## config.mk

```make
export PLATFORM = sky130hd
export DESIGN_NAME = u16550_regfile
export DESIGN_NICKNAME = d
export VERILOG_FILES = /design/src/rtl/core/u16550_pkg.sv /design/src/rtl/core/u16550_regfile.sv
export SDC_FILE = /design/constraint.sdc
export NUM_CORES = 1
export LEC_CHECK = 0
export BUFFER_PORTS_ARGS = -buffer_cell sky130_fd_sc_hd__buf_2
export CELL_PAD_IN_SITES_DETAIL_PLACEMENT = 0
export CELL_PAD_IN_SITES_GLOBAL_PLACEMENT = 2
export CORE_MARGIN = 4
export CORE_UTILIZATION = 30
export DETAILED_ROUTE_END_ITERATION = 8
export HOLD_SLACK_MARGIN = 0.06
export PLACE_DENSITY = 0.78
export SLEW_MARGIN = 15
export SYNTH_ARGS = -nofsm -noshare
export SYNTH_HDL_FRONTEND = slang
export SYNTH_SLANG_ARGS = --single-unit
```

## constraint.sdc

```tcl
create_clock -name clk -period 2.4 [get_ports clk]
set_clock_uncertainty 0.1 [all_clocks]
set_input_delay 0.36 -clock clk [delete_from_list [all_inputs] [get_ports clk]]
set_output_delay 0.36 -clock clk [all_outputs]
set_load 0.005 [all_outputs]
```

## src/rtl/core/u16550_pkg.sv

```systemverilog
// Shared types and constants for the 16550-style UART register model.
package u16550_pkg;

    // Request kinds
    localparam logic [1:0] KIND_READ  = 2'd0;
    localparam logic [1:0] KIND_WRITE = 2'd1;
    localparam logic [1:0] KIND_RX    = 2'd2;

    // Register byte offsets
    localparam logic [5:0] OFF_RBR   = 6'h00;
    localparam logic [5:0] OFF_IER   = 6'h04;
    localparam logic [5:0] OFF_IIR   = 6'h08;
    localparam logic [5:0] OFF_LCR   = 6'h0C;
    localparam logic [5:0] OFF_RSV10 = 6'h10;
    localparam logic [5:0] OFF_LSR   = 6'h14;
    localparam logic [5:0] OFF_RSV20 = 6'h20;

    // Field constants
    localparam int         DLAB_BIT  = 7;
    localparam int         FLAG_RX   = 0;
    localparam int         FLAG_TX   = 1;
    localparam logic [7:0] LSR_FIXED = 8'h60;
    localparam logic [7:0] IIR_RX    = 8'd4;
    localparam logic [7:0] IIR_TX    = 8'd2;
    localparam logic [7:0] IIR_NONE  = 8'd1;

    typedef struct packed {
        logic [1:0] kind;
        logic [5:0] offset;
        logic [7:0] data;
    } item_t;

    typedef struct packed {
        logic [7:0] read_data;
        logic       tx_valid;
        logic [7:0] tx_byte;
        logic       irq;
        logic       bad_access;
        logic       empty_read;
    } result_t;

endpackage

```

## src/rtl/core/u16550_regfile.sv

```systemverilog
// UART register state with the per-request decode and update logic.
module u16550_regfile
    import u16550_pkg::*;
(
    input  logic    clk,
    input  logic    rst_n,
    input  item_t   item,
    input  logic    step,
    output result_t result
);

    logic [7:0] rx_holding_reg,   rx_holding_next;
    logic [1:0] pending_reg,      pending_next;
    logic [7:0] divisor_low_reg,  divisor_low_next;
    logic [7:0] divisor_high_reg, divisor_high_next;
    logic [3:0] int_enable_reg,   int_enable_next;
    logic [7:0] line_control_reg, line_control_next;
    logic       dlab;

    assign dlab = line_control_reg[DLAB_BIT];

    always_comb
    begin
        rx_holding_next   = rx_holding_reg;
        pending_next      = pending_reg;
        divisor_low_next  = divisor_low_reg;
        divisor_high_next = divisor_high_reg;
        int_enable_next   = int_enable_reg;
        line_control_next = line_control_reg;
        result            = '0;

        unique case (item.kind)
            KIND_READ:
            begin
                unique case (item.offset)
                    OFF_RBR:
                    begin
                        if (dlab)
                        begin
                            result.read_data = divisor_low_reg;
                        end
                        else
                        begin
                            result.empty_read     = ~pending_reg[FLAG_RX];
                            result.read_data      = rx_holding_reg;
                            pending_next[FLAG_RX] = 1'b0;
                        end
                    end
                    OFF_IER:
                        result.read_data = dlab ? divisor_high_reg : {4'd0, int_enable_reg};
                    OFF_IIR:
                    begin
                        // Receive outranks transmit; reading the transmit cause clears it
                        if (pending_reg[FLAG_RX] && int_enable_reg[FLAG_RX])
                        begin
                            result.read_data = IIR_RX;
                        end
                        else if (pending_reg[FLAG_TX] && int_enable_reg[FLAG_TX])
                        begin
                            result.read_data      = IIR_TX;
                            pending_next[FLAG_TX] = 1'b0;
                        end
                        else
                        begin
                            result.read_data = IIR_NONE;
                        end
                    end
                    OFF_LCR:
                        result.read_data = line_control_reg;
                    OFF_LSR:
                        result.read_data = LSR_FIXED | {7'd0, pending_reg[FLAG_RX]};
                    default:
                        result.bad_access = 1'b1;
                endcase
            end
            KIND_WRITE:
            begin
                unique case (item.offset)
                    OFF_RBR:
                    begin
                        if (dlab)
                        begin
                            divisor_low_next = item.data;
                        end
                        else
                        begin
                            result.tx_valid       = 1'b1;
                            result.tx_byte        = item.data;
                            pending_next[FLAG_TX] = 1'b1;
                        end
                    end
                    OFF_IER:
                    begin
                        if (dlab)
                            divisor_high_next = item.data;
                        else
                            int_enable_next = item.data[3:0];
                    end
                    OFF_LCR:
                        line_control_next = item.data;
                    OFF_IIR, OFF_RSV10, OFF_RSV20:
                    begin
                    end
                    default:
                        result.bad_access = 1'b1;
                endcase
            end
            KIND_RX:
            begin
                // Overrun simply overwrites the holding byte
                rx_holding_next       = item.data;
                pending_next[FLAG_RX] = 1'b1;
            end
            default:
            begin
            end
        endcase

        result.irq = |(pending_next & int_enable_next[1:0]);
    end

    always_ff @(posedge clk or negedge rst_n)
    begin
        if (!rst_n)
        begin
            rx_holding_reg   <= '0;
            pending_reg      <= '0;
            divisor_low_reg  <= '0;
            divisor_high_reg <= '0;
            int_enable_reg   <= '0;
            line_control_reg <= '0;
        end
        else if (step)
        begin
            rx_holding_reg   <= rx_holding_next;
            pending_reg      <= pending_next;
            divisor_low_reg  <= divisor_low_next;
            divisor_high_reg <= divisor_high_next;
            int_enable_reg   <= int_enable_next;
            line_control_reg <= line_control_next;
        end
    end

endmodule

```

==> metrics.md, run 1 <==
| Metric | Value |
|---|---|
| Syn avg cell area | 11.6 µm² |
| Maxcap violations | 0 |
| Fin crit period | 2360 ps |
| Layout cells sized above 1 | 53.8% |
| RSZ-0062 raised after global routing | true |
| Post-Route M1 WL | 2520 µm |
| Fin. max-slew vios | 0 |
| Via count | 1644 |
| 1st-iter DRT viols | 42 |
| Grt total ovfl | 0 |
| Dpl hpwl | 3840 µm |
| Root Driver | clkbuf_8 |
| CTS sink count | 38 |
| WL final | 5300 µm |
| Status | complete, no violations |
| Die footprint | 8330 µm² |
| Clock Tree Buf Depth | 2 |
| Filler cells | 693 |
| Layout area overhead | 27.1% |
| Final net count | 258 |
| CP max FO | 7 |
| Vias in the first global route | 1682 |
| Hold buffer count at cts | 0 |
| Crit path cell chain | buf_6 -> or4_4 -> nor3_4 -> buf_4 -> a32oi_1 -> a21oi_1 -> buf_2 |
| FP Rows | 30 |
| Initial antenna violation count | 0 |
| Routed WL per cell | 16.6 µm |
| Hold Path Class | input pin to async pin |
| Post-DP Area | 2430 µm² |
| Max stage delay cell, worst path | or4_4 |
| Setup TNS | 0 ps |
| Fin. Hold Viols | 0 |
| Top sig layer | met4 |
| DR WL met3 | 214 µm |
| Mapped Area | 2080 µm² |
| CTS tree | yes |
| IO Count | 39 |
| Cell area after layout | 2650 µm² |
| Clock transition at the registers of the reported paths | 80 ps |
| Router iterations before antenna repair | 4 |
| Total Routing Usage GR | 13.3% |
| Placer Congestion | 0.743 |
| Final worst-path cycle share | 98.4% |
| Antenna-violating nets left | 0 |
| Biggest area consumer among synthesized cells | dfrtp_1 |
| N_diodes | 0 |
| Yosys Warn Count | 0 |
| WS Path Type | input pin to primary output |
| Netlist cell types | 40 |
| Leakage | 1.26 nW |
| Setup violators final | 0 |
| Max frequency | 424 MHz |
| Synth top area cells | dfrtp_1, mux2_2, nand3_1, and2_1, a21oi_1 |
| Worst setup SP type | input pin |
| Routed vias/inst | 5.14 |
| Syn_nets | 199 |
| Worst vdd ir | 167 µV |
| Die H | 91.3 µm |
| Synthesis-stage register bit count | 38 |
| Cells after Synth | 180 |
| Worst-Skew Late Latency | 290 ps |
| CP endpoint kind | primary output |
| CP required | 1940 ps |
| Slew @ Worst Pin | 833 ps |
| Met2 Routed Length | 2530 µm |
| Synth top area share | 45.7% |
| PortBufs | 38 |
| Core Box Area | 6760 µm² |
| Largest net degree at the start of global routing | 39 |
| Crit-path max cell delay | 570 ps |
| DRC viols | 0 |
| Slew HR | 44.4% |
| Initial Utilization | 30.8% |
| H-tree level count | 2 |
| Crit path DAT | 1900 ps |
| First-pass GRT wire length | 8610 µm |
| CTS Buf Count | 5 |
| Seq/Total Area, Yosys | 45.7% |
| Die X | 91.3 µm |
| PwrDens | 508 nW/µm² |
==> cells in the mapped netlist, drive strengths merged <==
cell and n:
mux2 42, dfrtp 38, nand3 12, nand2 11
a21oi 9, and2 9, buf 6, nor2 6
a31oi 4, clkbuf 4, nand4 4, o21ai 4
nor4 3, a22oi 2, and3 2, inv 2
mux2i 2, mux4 2, nand2b 2, nor2b 2
a2111oi 1, a211o 1, a21o 1, a32o 1
a32oi 1, and2b 1, and4 1, and4b 1
nor3 1, o31a 1, o32ai 1, or3 1
or4 1, xor2 1
==> metrics by stage <==
| stage | setup slack, ps | power (mW) | util [%] | instances | hold WS [ps] |
|---|---|---|---|---|---|
| after global routing | -18.2 | 1.41 | 39.1 | 320 | 142 |
| after floorplan | 381 | 0.801 | - | 180 | -35.6 |
| after global placement | 25.9 | 0.872 | 36.0 | 304 | 383 |
| after detailed placement | 42.2 | 0.875 | 36.0 | 304 | 391 |
| final | 39.1 | 1.34 | 39.1 | 320 | 71.4 |
| after CTS | 2.93 | 1.35 | 37.6 | 312 | 95.1 |
==> final timing paths <==
path	from	to	slack, ps	depth (start not counted)
min in group clk	item[5]	rx_holding_reg[5]$_DFFE_PN0P_	260	2
max reg2reg	line_control_reg[7]$_DFFE_PN0P_	divisor_low_reg[6]$_DFFE_PN0P_	750	5
min	rst_n	divisor_high_reg[3]$_DFFE_PN0P_	70	1
max in group asynchronous	rst_n	line_control_reg[7]$_DFFE_PN0P_	1560	1
max	item[12]	result[16]	40	7
min reg2reg	divisor_low_reg[5]$_DFFE_PN0P_	divisor_low_reg[5]$_DFFE_PN0P_	400	1
==> cells in the final DEF (no fill, tap or decap), types with 2 or more instances in the layout <==
cell type	Yosys	routed
buf_2	5	36
nor2_1	6	6
nand2b_1	2	2
a31oi_1	4	4
inv_1	2	2
dfrtp_1	38	37
clkbuf_8	1	6
nand4_1	2	2
nor2b_1	2	2
a22oi_1	2	2
nand3_1	12	11
buf_4	0	24
o21ai_0	4	3
nand2_1	11	11
mux2i_1	2	2
and2_1	8	8
mux2_2	42	42
buf_6	1	2
mux4_2	2	2
a21oi_1	9	8
==> where the power goes <==
part | total [mW] | leakage (nW) | switching (mW) | internal [mW]
logic | 0.174 | 0.712 | 0.0864 | 0.0878
clock network | 0.470 | 0.0478 | 0.234 | 0.236
registers | 0.699 | 0.505 | 0.0213 | 0.677
==> area by class of cell <==
class	count	area [µm²]	share of cell area (%)
multi-input combinational	130	1100	41.7
tap	80	100	3.78
timing repair buffer	62	383	14.5
clock buffer	6	82.6	3.12
inverter	2	7.51	0.284
clock inverter	2	16.3	0.615
sequential	38	952	36.0
==> cells by family (layout without fill, tap and decap cells) <==
logic type | Yosys count | count (layout) | synth area share (%)
XOR/XNOR | 1 | 1 | 0.421
AO/OA/AOI/OAI | 26 | 26 | 8.12
buffers and inverters | 12 | 72 | 3.37
flip-flops | 38 | 38 | 45.7
multiplexers | 46 | 46 | 25.9
AND/OR/NAND/NOR | 57 | 57 | 16.5
==> metal layers <==
layer / vias up / GRT usage [%]
met4: 0 / 4.65
met5: - / 0
met1: 824 / 17.3
met3: 5 / 3.31
met2: 28 / 21.4
li1: 787 / -
==> worst max-delay path, delay by kind of cell <==
family	cells	cell delay [ps]
AO/OA/AOI/OAI	2	220
AND/OR/NAND/NOR	2	910
buffers and inverters	3	400
==> timing repair <==
action	4_1_cts	5_1_grt
resized for setup	1	10
setup endpoints to repair	2	16
buffers inserted	0	8
pin swaps	0	6
hold endpoints to repair	0	0
cloned	0	0
Note: power is estimated with default switching activity, not from simulation.
==> inputs of run 2 (changes only) <==
--- a/config.mk
+++ b/config.mk
@@ -12,7 +12,7 @@
 export CORE_UTILIZATION = 30
 export DETAILED_ROUTE_END_ITERATION = 8
 export HOLD_SLACK_MARGIN = 0.06
-export PLACE_DENSITY = 0.78
+export PLACE_DENSITY = 0.74
 export SLEW_MARGIN = 15
 export SYNTH_ARGS = -nofsm -noshare
 export SYNTH_HDL_FRONTEND = slang
==> metrics.md, run 2 (synthesized netlist as in run 1, its figures left out) <==
| Metric | Value |
|---|---|
| Crit path cell chain | buf_2 -> or4_4 -> nor3_4 -> buf_12 -> a22oi_1 -> a31oi_1 -> buf_2 (was buf_6 -> or4_4 -> nor3_4 -> buf_4 -> a32oi_1 -> a21oi_1 -> buf_2) |
| Met1 Track Usage GR | 18.6% (was 17.3%) |
| 1st-iter DRT viols | 102 (was 42) |
| Fin util | 37.8% (was 39.1%) |
| Worst vdd ir | 202 µV (was 167 µV) |
| Filler cells | 702 (was 693) |
| Placer Congestion | 0.792 (was 0.743) |
| CTS sink count | 38 (unchanged) |
| RSZ-0062 raised after global routing | false (was true) |
| CTS tree | yes (unchanged) |
| Slew @ Worst Pin | 852 ps (was 833 ps) |
| Max stage delay cell, worst path | or4_4 (unchanged) |
| Met3 Usage GRT | 3.40% (was 3.31%) |
| Total setup buffers inserted after CTS | 0 (unchanged) |
| Router iterations before antenna repair | 4 (unchanged) |
| Worst-Skew Late Latency | 280 ps (was 290 ps) |
| CP endpoint kind | primary output (unchanged) |
| Cell area after layout | 2550 µm² (was 2650 µm²) |
| PwrDens | 516 nW/µm² (was 508 nW/µm²) |
| DRC viols | 0 (unchanged) |
| WL final | 5330 µm (was 5300 µm) |
| Clock Tree Buf Depth | 2 (unchanged) |
| Antenna-violating nets left | 0 (unchanged) |
| H-tree level count | 2 (unchanged) |
| Fin crit period | 2290 ps (was 2360 ps) |
| Busiest grt layer | met2 (unchanged) |
| Initial Utilization | 30.8% (unchanged) |
| Max frequency | 437 MHz (was 424 MHz) |
| Layout area overhead | 22.8% (was 27.1%) |
| WS Path Type | input pin to primary output (unchanged) |
| Commonest non-fill, non-tap cell in the layout | mux2_2 (unchanged) |
| Maxcap violations | 0 (unchanged) |
| Routed vias/inst | 5.19 (was 5.14) |
| Dpl hpwl | 3820 µm (was 3840 µm) |
| Leakage | 1.22 nW (was 1.26 nW) |
| Commonest non-fill, non-tap cells in the layout | mux2_2, dfrtp_1, buf_2, buf_4, nand3_1 (was mux2_2, dfrtp_1, buf_2, buf_4) |
| Largest net degree at the start of global routing | 39 (unchanged) |
| CTS Buf Count | 5 (unchanged) |
| Crit-path max cell delay | 580 ps (was 570 ps) |
| PortBufs | 38 (unchanged) |
| Die footprint | 8330 µm² (unchanged) |
| Clock transition at the registers of the reported paths | 80 ps (about the same) |
| Initial antenna violation count | 0 (unchanged) |
| Layout cells sized above 1 | 49.8% (was 53.8%) |
| Die X | 91.3 µm (unchanged) |
| Post-DP Area | 2450 µm² (was 2430 µm²) |
| FP Rows | 30 (unchanged) |
| Vias in the first global route | 1651 (was 1682) |
| Fin. Hold Viols | 0 (unchanged) |
| Cell mode on critical path | buf_2 |
| Final worst-path cycle share | 95.4% (was 98.4%) |
| Hold Path Class | input pin to async pin (unchanged) |
| Root Driver | clkbuf_8 (unchanged) |
| Routed WL per cell | 17.1 µm (was 16.6 µm) |
| CP required | 1940 ps (about the same) |
| First-pass GRT wire length | 8760 µm (was 8610 µm) |
| Crit path DAT | 1830 ps (was 1900 ps) |
| Die H | 91.3 µm (unchanged) |
| Met2 Resource Use GR | 20.8% (was 21.4%) |
| Status | complete, no violations (unchanged) |
| Setup violators final | 0 (unchanged) |
| N_diodes | 0 (unchanged) |
| Grt total ovfl | 0 (unchanged) |
| Final net count | 249 (was 258) |
| Slew HR | 43.2% (was 44.4%) |
| IO Count | 39 (unchanged) |
| Fin. max-slew vios | 0 (unchanged) |
| Via count | 1615 (was 1644) |
| CP max FO | 7 (unchanged) |
| Core Box Area | 6760 µm² (unchanged) |
| Worst setup SP type | input pin (unchanged) |
| Total Routing Usage GR | 13.5% (was 13.3%) |
==> run 2: per-stage QoR <==
stage	setup WS [ps]	setup TNS, ps	hold slack (ps)	instances	total power, mW
after global routing	38.6	0	162	311	1.39
after CTS	88.3	0	117	311	1.33
after floorplan	381	0	-35.6	180	0.801
after detailed placement	92.4	0	391	303	0.876
after global placement	-10.1	-13.7	382	303	0.874
final	111	0	79.7	311	1.32
==> run 2: per-layer routing <==
metal | wire, µm | vias to the layer above
met1 | 2550 | 799
met3 | 299 | 5
li1 | - | 772
met5 | 0 | -
met4 | 53 | 0
met2 | 2420 | 39
==> run 2: what timing repair did <==
action / 4_1_cts / 5_1_grt
hold endpoints to repair: 0 / 0
resized for setup: 0 / 3
setup endpoints to repair: 0 / 7
hold buffers: 0 / 0
==> run 2: power by group <==
group | internal (mW) | switching, mW
Combinational | 0.0815 | 0.0834
Clock | 0.232 | 0.223
Sequential | 0.678 | 0.0209
Total | 0.991 | 0.327
==> run 2: final timing paths <==
kind	slack (ps)	start	to	depth (start not counted)
hold reg to reg	400	divisor_high_reg[2]$_DFFE_PN0P_	divisor_high_reg[2]$_DFFE_PN0P_	1
hold / removal	80	rst_n	divisor_high_reg[0]$_DFFE_PN0P_	1
max in group asynchronous	1590	rst_n	int_enable_reg[2]$_DFFE_PN0P_	1
setup reg to reg	840	line_control_reg[7]$_DFFE_PN0P_	pending_reg[1]$_DFFE_PN0P_	5
min in group clk	260	item[6]	rx_holding_reg[6]$_DFFE_PN0P_	2
setup / recovery	110	item[9]	result[12]	7
==> run 2: final cells by class <==
class | count | area [µm²] | area share, %
Clock buffer | 7 | 86.3 | 3.38
Inverter | 2 | 7.51 | 0.294
Sequential cell | 38 | 951 | 37.2
Tap cell | 80 | 100 | 3.92
Clock inverter | 1 | 5.00 | 0.196
Timing Repair Buffer | 53 | 328 | 12.8
Multi-Input combinational cell | 130 | 1080 | 42.2
==> run 2: worst max-delay path: cells and delay by family <==
family | cells | cell delay (ps)
AOI/OAI and AO/OA | 2 | 310
and+or+nand+nor | 2 | 750
buffers and inverters | 3 | 410
